File: config.mk
export PLATFORM = sky130hd
export DESIGN_NAME = ssb_sector
export DESIGN_NICKNAME = d
export VERILOG_FILES = /design/src/rtl/ssb_pkg.sv /design/src/rtl/ssb_sector.sv
export SDC_FILE = /design/constraint.sdc
export NUM_CORES = 1
export LEC_CHECK = 0
export ABC_AREA = 1
export BUFFER_PORTS_ARGS = -buffer_cell sky130_fd_sc_hd__buf_2
export CORE_MARGIN = 2
export CORE_UTILIZATION = 50
export DETAILED_ROUTE_END_ITERATION = 8
export PLACE_DENSITY = 0.9
export REMOVE_ABC_BUFFERS = 1
export SLEW_MARGIN = 0
export SYNTH_ARGS = -nofsm -noshare
export SYNTH_HDL_FRONTEND = slang
export SYNTH_SLANG_ARGS = --single-unit
File: constraint.sdc
create_clock -name clk -period 1.1 [get_ports clk]
set_clock_uncertainty 0.2 [all_clocks]
set_input_delay 0.22 -clock clk [delete_from_list [all_inputs] [get_ports clk]]
set_output_delay 0.22 -clock clk [all_outputs]
set_load 0.02 [all_outputs]
File: src/rtl/ssb_pkg.sv
package ssb_pkg;

    // field widths fixed by the interface
    localparam int AXIS_W      = 16;
    localparam int SECTOR_W    = 4;
    localparam int SC_FIELD_W  = 5;
    localparam int THR_W       = 15;
    localparam int CFG_DATA_W  = 15;
    localparam int CFG_IDX_W   = 2;

    // angle and sector resolution
    localparam int ANGLE_BITS  = 16;
    localparam int MAX_SECTORS = 16;
    localparam int CNT_W       = $clog2(MAX_SECTORS + 1);
    localparam int PROD_W      = ANGLE_BITS + CNT_W;

    // cordic datapath
    localparam int CORDIC_STEPS = 24;
    localparam int ACC_W        = 32;
    localparam int PRESCALE     = 8;
    localparam int VEC_W        = 28;

    // length test
    localparam int SQ_W     = 2 * AXIS_W - 1;
    localparam int LEN_W    = SQ_W + 1;
    localparam int THR_SQ_W = 2 * THR_W;

    localparam logic [ACC_W-1:0] ACC_HALF_TURN    = 32'h8000_0000;
    localparam logic [ACC_W-1:0] ACC_QUARTER_TURN = 32'h4000_0000;

    localparam logic [CNT_W-1:0]    SECTOR_COUNT_RESET = CNT_W'(8);
    localparam logic [THR_SQ_W-1:0] THR_SQ_RESET       = THR_SQ_W'(24576 * 24576);

    // atan(2^-i) in units of 2^-32 turn
    localparam logic [ACC_W-1:0] ATAN_TURNS [CORDIC_STEPS] = '{
        32'h20000000, 32'h12E4051E, 32'h09FB385B, 32'h051111D4,
        32'h028B0D43, 32'h0145D7E1, 32'h00A2F61E, 32'h00517C55,
        32'h0028BE53, 32'h00145F2F, 32'h000A2F98, 32'h000517CC,
        32'h00028BE6, 32'h000145F3, 32'h0000A2FA, 32'h0000517D,
        32'h000028BE, 32'h0000145F, 32'h00000A30, 32'h00000518,
        32'h0000028C, 32'h00000146, 32'h000000A3, 32'h00000051
    };

    // configuration register indexes
    typedef enum logic [CFG_IDX_W-1:0] {
        REG_SECTOR_COUNT    = 2'd0,
        REG_PRESS_THRESHOLD = 2'd1
    } cfg_reg_t;

    // vector in flight through the pipeline
    typedef struct packed {
        logic signed [VEC_W-1:0] x;
        logic signed [VEC_W-1:0] y;
        logic [ACC_W-1:0]        acc;
        logic                    press;
    } vec_t;

endpackage

File: src/rtl/ssb_sector.sv
module ssb_sector (
    input  logic                             clk,
    input  logic                             rst_n,
    input  logic                             in_valid,
    output logic                             in_ready,
    input  ssb_pkg::vec_t                    in_data,
    input  logic [ssb_pkg::CNT_W-1:0]        count,
    output logic                             out_valid,
    input  logic                             out_ready,
    output logic                             pressed,
    output logic [ssb_pkg::SECTOR_W-1:0]     sector_index
);

    logic                               vld_reg;
    logic                               pressed_reg, pressed_next;
    logic [ssb_pkg::SECTOR_W-1:0]       sector_reg, sector_next;
    logic [ssb_pkg::ACC_W-1:0]          ang;
    logic [ssb_pkg::ANGLE_BITS-1:0]     ang_bin;
    logic [ssb_pkg::PROD_W-1:0]         prod, rounded;
    logic [ssb_pkg::CNT_W-1:0]          sect_raw;

    assign in_ready = !vld_reg || out_ready;

    // quarter-turn offset, truncate to the binary angle
    assign ang     = in_data.acc + ssb_pkg::ACC_QUARTER_TURN;
    assign ang_bin = ang[ssb_pkg::ACC_W-1 -: ssb_pkg::ANGLE_BITS];

    // scale by sector count with half-sector rounding
    assign prod     = ssb_pkg::PROD_W'(ang_bin) * ssb_pkg::PROD_W'(count);
    assign rounded  = prod + (ssb_pkg::PROD_W'(1) << (ssb_pkg::ANGLE_BITS - 1));
    assign sect_raw = rounded[ssb_pkg::PROD_W-1:ssb_pkg::ANGLE_BITS];

    always_comb
    begin
        pressed_next = in_data.press;
        sector_next  = '0;
        if (in_data.press && (sect_raw < count))
        begin
            sector_next = sect_raw[ssb_pkg::SECTOR_W-1:0];
        end
    end

    // output register
    always_ff @(posedge clk or negedge rst_n)
    begin
        if (!rst_n)
        begin
            vld_reg <= 1'b0;
        end
        else if (in_ready)
        begin
            vld_reg <= in_valid;
        end
    end

    always_ff @(posedge clk)
    begin
        if (in_ready)
        begin
            pressed_reg <= pressed_next;
            sector_reg  <= sector_next;
        end
    end

    assign out_valid    = vld_reg;
    assign pressed      = pressed_reg;
    assign sector_index = sector_reg;

`ifndef SYNTHESIS
    // released sample always reports sector zero
    assert property (@(posedge clk) disable iff (!rst_n)
        vld_reg && !pressed_reg |-> sector_reg == '0)
        else $error("sector nonzero while not pressed");

    // pressed sector lies inside the configured count
    assert property (@(posedge clk) disable iff (!rst_n)
        vld_reg && pressed_reg |-> ssb_pkg::CNT_W'(sector_reg) < count)
        else $error("sector index beyond sector count");

    // stored sector count is always clamped
    assert property (@(posedge clk) disable iff (!rst_n)
        count != '0 && count <= ssb_pkg::CNT_W'(ssb_pkg::MAX_SECTORS))
        else $error("sector count out of range");
`endif

endmodule

==> metrics.txt <==
crit path DAT about 4.3 ns; wire per inst 12.79 µm; Hold-fix buffers, CTS 2; clock-pin slew on the worst setup and hold paths about 0.030 ns; placed cell area 0.003616 mm²; fmax 226.4 MHz; leak pwr around 2.6 nW; insertion delay to the later sink of the worst-skew pair 0.22 ns; drt pass-1 iters 4; worst hold start in_data[0]; Vias per Instance between 4 and 5; Worst EP required 0.98 ns; TritonCTS Buffers 3; Slew @ Worst Pin approximately 0.33 ns; Initial DRC Count 197; antenna viol nets, final 0; Final Power ~5.5 mW; failing checks setup timing; syn avg cell area 6.576 µm²; TritonCTS Sinks 6; Synth warnings 0; TritonCTS clock tree done; ANT cells 0; DRC 0; total grt overflow 0; crit path from count[2]; RR Startpoint out_valid; setup TNS -13.85 ns; fin worst setup slack -3.317 ns; Area Growth Syn to Fin 37.80%; hold path depth 1; all-layer global routing usage a little under a quarter; die footprint approximately 0.0066 mm²; Total Wirelength ~8000 µm; Max Cap Violations 0; Post-Syn Instances about 450; most common cell after layout, fill and taps aside inv_1; Max Buffers Root-to-Sink 2; HPWL Detailed between 5000 and 6000 µm; Final Hold Fails 0; Top Metal Used met4; vias in the first global route ~3100; initial core utilization approximately 51%; core area approximately 0.0059 mm²; Hold Path Class input pin to flop; first-pass GRT wire length approximately 13000 µm; I/O pin count ~110; Worst Setup End Kind flop; met3 routed WL 325 µm; worst reg-to-reg path cell count 2; CTS H-Tree Depth 1; status complete, but fails checks; final setup vio count 13; Final min period around 4.4 ns; startpoint types input pin; design area 0.004105 mm²; critical setup path kind input pin to flop; Yosys reg bits 6; max FFs per register 4; commonest cells after routing, fill and taps aside 146 x inv_1, 115 x nand2_1, 53 x buf_4, 40 x fa_1, 27 x ha_1; Slew HR between 70% and 80%; Post-Syn Area 0.002979 mm²; layout cell share with drive strength beyond 1 30.00%; Distinct cells, synth 21; largest net degree at the start of global routing 14; antenna violations before repair 0; RSZ-0062 raised after global routing true; GPL Wtd Cong about 0.87; Die X-Extent 81.19 µm; Seq/Total Area, Yosys under 10%; Port Buf Inserts 32; via count 3009; Worst Path Max Fanout 11; Power Density about 1300 mW/mm²; largest vdd supply drop between 0.6 and 0.7 mV; M1 wire length between 2000 and 3000 µm; final worst path period share 401.5%; Pins Over Slew Limit 0; met2 WL 4419 µm; Cell Rows 28; root buffer cell clkbuf_8; nets@finish around 720; Die H about 81 µm
-- metal layers --
| metal | track usage [%] | up-vias |
|---|---|---|
| met1 | 25.09 | 1427 |
| met3 | 2.111 | 27 |
| li1 | - | 1456 |
| met5 | 0 | - |
| met4 | 6.102 | 0 |
| met2 | 49.59 | 99 |
-- final timing paths --
check,to,slack [ns]
worst max register to register,pressed,-0.01
worst min register to register,out_valid,0.48
worst min-delay path,pressed,0.003
min in group asynchronous,out_valid,0.13
max in group asynchronous,out_valid,0.48
worst max-delay path,sector_index[2],-3.32
-- Yosys cell counts --
cell type	n	share of area, %
inv_1	158	20
nand2_1	134	17
fa_1	42	28
ha_1	42	18
nor2_1	23	2.9
a21oi_1	10	1.7
nand3_1	10	1.7
clkbuf_1	8	1.0
edfxtp_1	5	5.0
nand2_2	4	0.84
nand4_1	3	0.63
a21o_1	2	0.50
and2_1	2	0.42
nor2_2	2	0.42
nor3_1	2	0.34
a31oi_1	1	0.21
dfrtp_1	1	0.84
nand3b_1	1	0.25
nor4_1	1	0.21
o21ai_0	1	0.17
or2_2	1	0.21
-- through the flow --
step | std cells | hold WS [ns] | util, % | worst slack (ns)
after floorplan | 445 | -0.2756 | - | -3.253
after global placement | 607 | -0.2059 | 61.81 | -3.528
after detailed placement | 607 | -0.2032 | 61.81 | -3.657
after CTS | 613 | -0.01198 | 67.88 | -3.102
after global routing | 615 | -0.004356 | 70.17 | -3.388
final | 615 | 0.003122 | 70.17 | -3.317
-- cell type report --
type / count / area, µm²
Clock buffer: 4 / 45.04
Fill cell: 425 / 1745
Inverter: 158 / 593.1
Multi-Input combinational cell: 281 / 2496
Sequential cell: 6 / 175.2
Tap cell: 75 / 93.84
Timing Repair Buffer: 91 / 701.9
-- kinds of logic (layout without fill, tap and decap cells) --
group	count (synthesis)	in the layout	share of synthesized area [%]
simple gates	183	183	24.78
buf+inv	166	253	20.92
fa+ha+maj	84	84	45.86
compound gates	14	14	2.562
flops	6	6	5.880
-- where the power goes --
group | internal (mW) | switching [mW] | total [mW]
clock | 0.250 | 0.107 | 0.357
sequential | 0.331 | 0.0311 | 0.362
combinational | 2.20 | 2.55 | 4.75
-- what timing repair did --
action	CTS	global route
hold endpoints to repair	3	1
resized for setup	60	37
pin swaps	52	21
setup endpoints to repair	11	16
buffers inserted	0	2
-- critical path, cell delays in order --
cell and delay, ns:
buf_8 0.13, nand2_1 0.06, inv_1 0.05, fa_1 0.51
fa_1 0.52, inv_1 0.07, fa_1 0.53, inv_1 0.06
ha_4 0.29, buf_4 0.12, nand4_1 0.13, nor4_1 0.34
nand2_1 0.17, nand2_1 0.12, nand2_1 0.06, nand2_2 0.09
inv_2 0.05, ha_4 0.14, nand2_1 0.05, nand2_1 0.04
nor2_1 0.08, nand2_1 0.05, a31oi_1 0.17, nand2_2 0.12
nor2_2 0.13
(Power assumes the default switching activity.)
