**src/rtl/ssb_pkg.sv**
```systemverilog
package ssb_pkg;

    // field widths fixed by the interface
    localparam int AXIS_W      = 16;
    localparam int SECTOR_W    = 4;
    localparam int SC_FIELD_W  = 5;
    localparam int THR_W       = 15;
    localparam int CFG_DATA_W  = 15;
    localparam int CFG_IDX_W   = 2;

    // angle and sector resolution
    localparam int ANGLE_BITS  = 16;
    localparam int MAX_SECTORS = 16;
    localparam int CNT_W       = $clog2(MAX_SECTORS + 1);
    localparam int PROD_W      = ANGLE_BITS + CNT_W;

    // cordic datapath
    localparam int CORDIC_STEPS = 24;
    localparam int ACC_W        = 32;
    localparam int PRESCALE     = 8;
    localparam int VEC_W        = 28;

    // length test
    localparam int SQ_W     = 2 * AXIS_W - 1;
    localparam int LEN_W    = SQ_W + 1;
    localparam int THR_SQ_W = 2 * THR_W;

    localparam logic [ACC_W-1:0] ACC_HALF_TURN    = 32'h8000_0000;
    localparam logic [ACC_W-1:0] ACC_QUARTER_TURN = 32'h4000_0000;

    localparam logic [CNT_W-1:0]    SECTOR_COUNT_RESET = CNT_W'(8);
    localparam logic [THR_SQ_W-1:0] THR_SQ_RESET       = THR_SQ_W'(24576 * 24576);

    // atan(2^-i) in units of 2^-32 turn
    localparam logic [ACC_W-1:0] ATAN_TURNS [CORDIC_STEPS] = '{
        32'h20000000, 32'h12E4051E, 32'h09FB385B, 32'h051111D4,
        32'h028B0D43, 32'h0145D7E1, 32'h00A2F61E, 32'h00517C55,
        32'h0028BE53, 32'h00145F2F, 32'h000A2F98, 32'h000517CC,
        32'h00028BE6, 32'h000145F3, 32'h0000A2FA, 32'h0000517D,
        32'h000028BE, 32'h0000145F, 32'h00000A30, 32'h00000518,
        32'h0000028C, 32'h00000146, 32'h000000A3, 32'h00000051
    };

    // configuration register indexes
    typedef enum logic [CFG_IDX_W-1:0] {
        REG_SECTOR_COUNT    = 2'd0,
        REG_PRESS_THRESHOLD = 2'd1
    } cfg_reg_t;

    // vector in flight through the pipeline
    typedef struct packed {
        logic signed [VEC_W-1:0] x;
        logic signed [VEC_W-1:0] y;
        logic [ACC_W-1:0]        acc;
        logic                    press;
    } vec_t;

endpackage

```
**src/rtl/ssb_prep.sv**
```systemverilog
module ssb_prep (
    input  logic                                clk,
    input  logic                                rst_n,
    input  logic                                in_valid,
    output logic                                in_ready,
    input  logic signed [ssb_pkg::AXIS_W-1:0]   x_axis,
    input  logic signed [ssb_pkg::AXIS_W-1:0]   y_axis,
    input  logic [ssb_pkg::THR_SQ_W-1:0]        thr_sq,
    output logic                                out_valid,
    input  logic                                out_ready,
    output ssb_pkg::vec_t                       out_data
);

    localparam int EXT_W = ssb_pkg::VEC_W - ssb_pkg::AXIS_W - ssb_pkg::PRESCALE;

    logic                            sq_vld_reg;
    logic [ssb_pkg::SQ_W-1:0]        xsq_reg, xsq_next;
    logic [ssb_pkg::SQ_W-1:0]        ysq_reg, ysq_next;
    ssb_pkg::vec_t                   vec1_reg, vec1_next;
    logic                            len_vld_reg;
    ssb_pkg::vec_t                   vec2_reg, vec2_next;
    logic                            rdy1, rdy2;
    logic signed [2*ssb_pkg::AXIS_W-1:0] xprod, yprod;
    logic signed [ssb_pkg::VEC_W-1:0]    xs, ys;
    logic [ssb_pkg::LEN_W-1:0]           len_sq;

    // per-stage ready, bubbles collapse
    assign rdy2     = !len_vld_reg || out_ready;
    assign rdy1     = !sq_vld_reg || rdy2;
    assign in_ready = rdy1;

    // stage 1: squares, scale to q5.23 and fold the left half plane
    assign xprod = x_axis * x_axis;
    assign yprod = y_axis * y_axis;
    assign xs = {{EXT_W{x_axis[ssb_pkg::AXIS_W-1]}}, x_axis, {ssb_pkg::PRESCALE{1'b0}}};
    assign ys = {{EXT_W{y_axis[ssb_pkg::AXIS_W-1]}}, y_axis, {ssb_pkg::PRESCALE{1'b0}}};

    always_comb
    begin
        xsq_next = xprod[ssb_pkg::SQ_W-1:0];
        ysq_next = yprod[ssb_pkg::SQ_W-1:0];
        vec1_next.press = 1'b0;
        if (x_axis[ssb_pkg::AXIS_W-1])
        begin
            vec1_next.x   = -xs;
            vec1_next.y   = -ys;
            vec1_next.acc = ssb_pkg::ACC_HALF_TURN;
        end
        else
        begin
            vec1_next.x   = xs;
            vec1_next.y   = ys;
            vec1_next.acc = '0;
        end
    end

    // stage 2: squared length against squared threshold
    assign len_sq = {1'b0, xsq_reg} + {1'b0, ysq_reg};

    always_comb
    begin
        vec2_next       = vec1_reg;
        vec2_next.press = len_sq > ssb_pkg::LEN_W'(thr_sq);
    end

    // valid bits
    always_ff @(posedge clk or negedge rst_n)
    begin
        if (!rst_n)
        begin
            sq_vld_reg  <= 1'b0;
            len_vld_reg <= 1'b0;
        end
        else
        begin
            if (rdy1)
            begin
                sq_vld_reg <= in_valid;
            end
            if (rdy2)
            begin
                len_vld_reg <= sq_vld_reg;
            end
        end
    end

    // payload
    always_ff @(posedge clk)
    begin
        if (rdy1)
        begin
            xsq_reg  <= xsq_next;
            ysq_reg  <= ysq_next;
            vec1_reg <= vec1_next;
        end
        if (rdy2)
        begin
            vec2_reg <= vec2_next;
        end
    end

    assign out_valid = len_vld_reg;
    assign out_data  = vec2_reg;

endmodule

```
**config.mk**
```make
export PLATFORM = sky130hd
export DESIGN_NAME = ssb_prep
export DESIGN_NICKNAME = d
export VERILOG_FILES = /design/src/rtl/ssb_pkg.sv /design/src/rtl/ssb_prep.sv
export SDC_FILE = /design/constraint.sdc
export NUM_CORES = 1
export LEC_CHECK = 0
export ABC_AREA = 1
export BUFFER_PORTS_ARGS = -buffer_cell sky130_fd_sc_hd__buf_2
export CELL_PAD_IN_SITES_DETAIL_PLACEMENT = 0
export CELL_PAD_IN_SITES_GLOBAL_PLACEMENT = 2
export CORE_AREA = 3 3 260 262
export DETAILED_ROUTE_END_ITERATION = 8
export DIE_AREA = 0 0 263 265
export PLACE_DENSITY_LB_ADDON = 0.1
export SLEW_MARGIN = 20
export SYNTH_ARGS = -nofsm -noshare
export SYNTH_HDL_FRONTEND = slang
export SYNTH_SLANG_ARGS = --single-unit
```
**constraint.sdc**
```tcl
create_clock -name clk -period 4.3 [get_ports clk]
set_input_delay 0.86 -clock clk [delete_from_list [all_inputs] [get_ports clk]]
set_output_delay 0.86 -clock clk [all_outputs]
set_load 0.02 [all_outputs]
```
==> impl_metrics.ini <==
[synthesis]
syn_area_um2 = 26100
yosysMostFrequentCell = inv_1
synth_edf_count = 141
yosys.area.top_type = fa_1
muxShareOfSynthArea_pct = 0.0431
synth_fa_ha_area_share_pct = 46.5
synth_compound_area_share_pct = 5.36
syn-instance-count = 2982
synth_top_family_by_area = adder cells
ys_types = 48
synth_top_area_share_pct = 35.1
synth_seq_area_share_pct = 16.4
ys_ff_latch = 143
synthSimpleGateAreaFrac_pct = 12.0
synth_top_cells_by_count = 882 x inv_1, 506 x nand2_1, 458 x fa_1
synth-main-ff-cell = edfxtp_1
synth-async-reset-ratio_pct = 1.40
synth_area_leaders = fa_1 35%, edfxtp_1 16%, inv_1 13%
synth_xor_area_share_pct = 4.50
yosysWarnings = 0
avgSynthCellArea_um2 = 8.75

[worst_setup_path]
slowest_stage = fa_2
worstPathArrival_ns = 5.91
path_delay_family = adder cells
path_class = input pin to register
worstPathRequired_ns = 4.59
path_common_cell = fa_1
crit_chain = buf_12 > buf_12 > buf_8 > nand2_4 > inv_2 > fa_2 > buf_6 > fa_1 > fa_1 > inv_2 > fa_1 > inv_2 > fa_1 > inv_1 > fa_1 > inv_2 > ha_4 > buf_6 > nand2_4 > nor4_4 > nand3_1 > nand3_1 > xor2_1
end_kind = register
critPathBufInv = 10
slowest_delay_ns = 0.54
path_max_fanout = 7
start_kind = input pin

[global_routing]
grt-ovfl-total = 0
antenna_found_initial = 1
grt_start_max_net_pins = 63
track_usage_pct = 22.0
grt_pass1_vias = 23100
grt_pass1_wl_um = 122000

[clocking]
cts_root_buf = clkbuf_16
clock_latency_ns = 0.47
cts-htree-levels = 4
path_clk_slew_ns = 0.06
cts_tree = built
hold_buffers = 0
clockBufferDepth = 2
numCtsBuffers = 17
cts_num_sinks = 143

[placement]
place_ws_ns = -2.13
finalWeightedCongestion = 0.856
dp_cells = 4329
port_buffers = 109
dp_hpwl_um = 63000

[timing]
hold_slack_ns = 0.159
finalHoldViolations = 0
slew_headroom_pct = 48.3
slew_violations = 0
fmax_ghz = 0.178
fin_ws_ns = -1.32
finalCritPeriodShare_pct = 131
finalSetupViolations = 48
min_period_ns = 5.62
tightest_slew_ns = 0.776
fin_skew_ns = 0.0185
rsz0062_at_grt = true

[finish]
stdcell_count = 4467
layout-drive-gt1-share_pct = 36.9
final_nets = 4351
largest_register_ffs = 42
synthToLayoutAreaGrowth_pct = 39.6
n_fill_cell = 5984
seqCellArea_um2 = 4280
antenna_cells = 0
final_util_pct = 55.5
multi_input_area_um2 = 21200

[drt]
drtPass1Iterations = 5
drtAntennaViolNets = 0
drc = 0
routedWlPerCell_um = 16.7
vias = 20700
via_per_inst = 4.63
drtIter0Drc = 859
routed_wl_um = 74600

[floorplanning]
core_area_um2 = 65600
fp.dieH_um = 265
dieArea_um2 = 69700
num_rows = 94
io_pins = 157
die_w_um = 263
start_util_pct = 39.8

[worst_hold_path]
hp-class = input pin to async pin

[flow_run]
drv_cap = 0

[status]
status = complete, but fails checks
violations = negative setup slack
-- final timing paths --
kind | startpoint | endpoint | slack [ns] | cells after the start
max | x_axis[15] | xsq_reg[29]$_DFFE_PP_ | -1.32 | 23
min | rst_n | sq_vld_reg$_DFFE_PN0P_ | 0.16 | 1
max reg2reg | xsq_reg[2]$_DFFE_PP_ | out_data[0]$_DFFE_PP_ | 0.58 | 21
min reg2reg | vec1_reg[80]$_DFFE_PP_ | out_data[80]$_DFFE_PP_ | 0.42 | 0
max in group asynchronous | rst_n | out_valid$_DFFE_PN0P_ | 4.05 | 1
min in group clk | vec1_reg[80]$_DFFE_PP_ | out_data[80]$_DFFE_PP_ | 0.42 | 0
-- layout by cell type (no fill, tap or decap), drive strengths merged, types with 31 or more instances in the layout --
cell type,count
inv,887
buf,655
nand2,509
fa,458
ha,237
edfxtp,141
nor2,132
a21oi,106
xor2,98
o21ai,66
nand3,58
conb,49
xnor2,36
nor3,31
-- metal layers --
metal	routed length, um	GRT usage (%)	up-vias
met2	36600	37.9	315
met4	1050	3.71	0
li1	-	-	9968
met5	0	0	-
met3	2550	2.48	62
met1	34400	30.6	10300
-- per-stage QoR --
step           setup TNS (ns)  area, um^2
4_1_cts                -43.13       35200
3_5_place_dp           -81.82       31800
2_1_floorplan          -53.16       27900
6_report               -47.00       36400
3_3_place_gp           -81.48       31800
5_1_grt                -52.08       36400
-- cells by family after synthesis --
logic type	after synthesis
adder cells (fa/ha/maj)	695
buffers and inverters	1002
XOR/XNOR	134
multiplexers	1
flip-flops	143
AND/OR/NAND/NOR	765
AO/OA/AOI/OAI	241
other	1
-- repair_timing --
item                                    4_1_cts  5_1_grt
endpoints found under the setup margin       49       50
gates resized for setup                     533      284
cloned                                        6        1
pin swaps                                   218      244
setup buffers                                71       41
-- cell type report --
type                       count  area share (%)
tap                          864            2.97
inverter                     886            9.27
clock buffer                  18            1.18
timing repair buffer         657            16.2
sequential                   143            11.8
clock inverter                14           0.368
multi-input combinational   1885            58.2
Power is left out: the tool's default activity adds up to more than one toggle a clock period on the data nets, which glitch-free logic cannot reach.
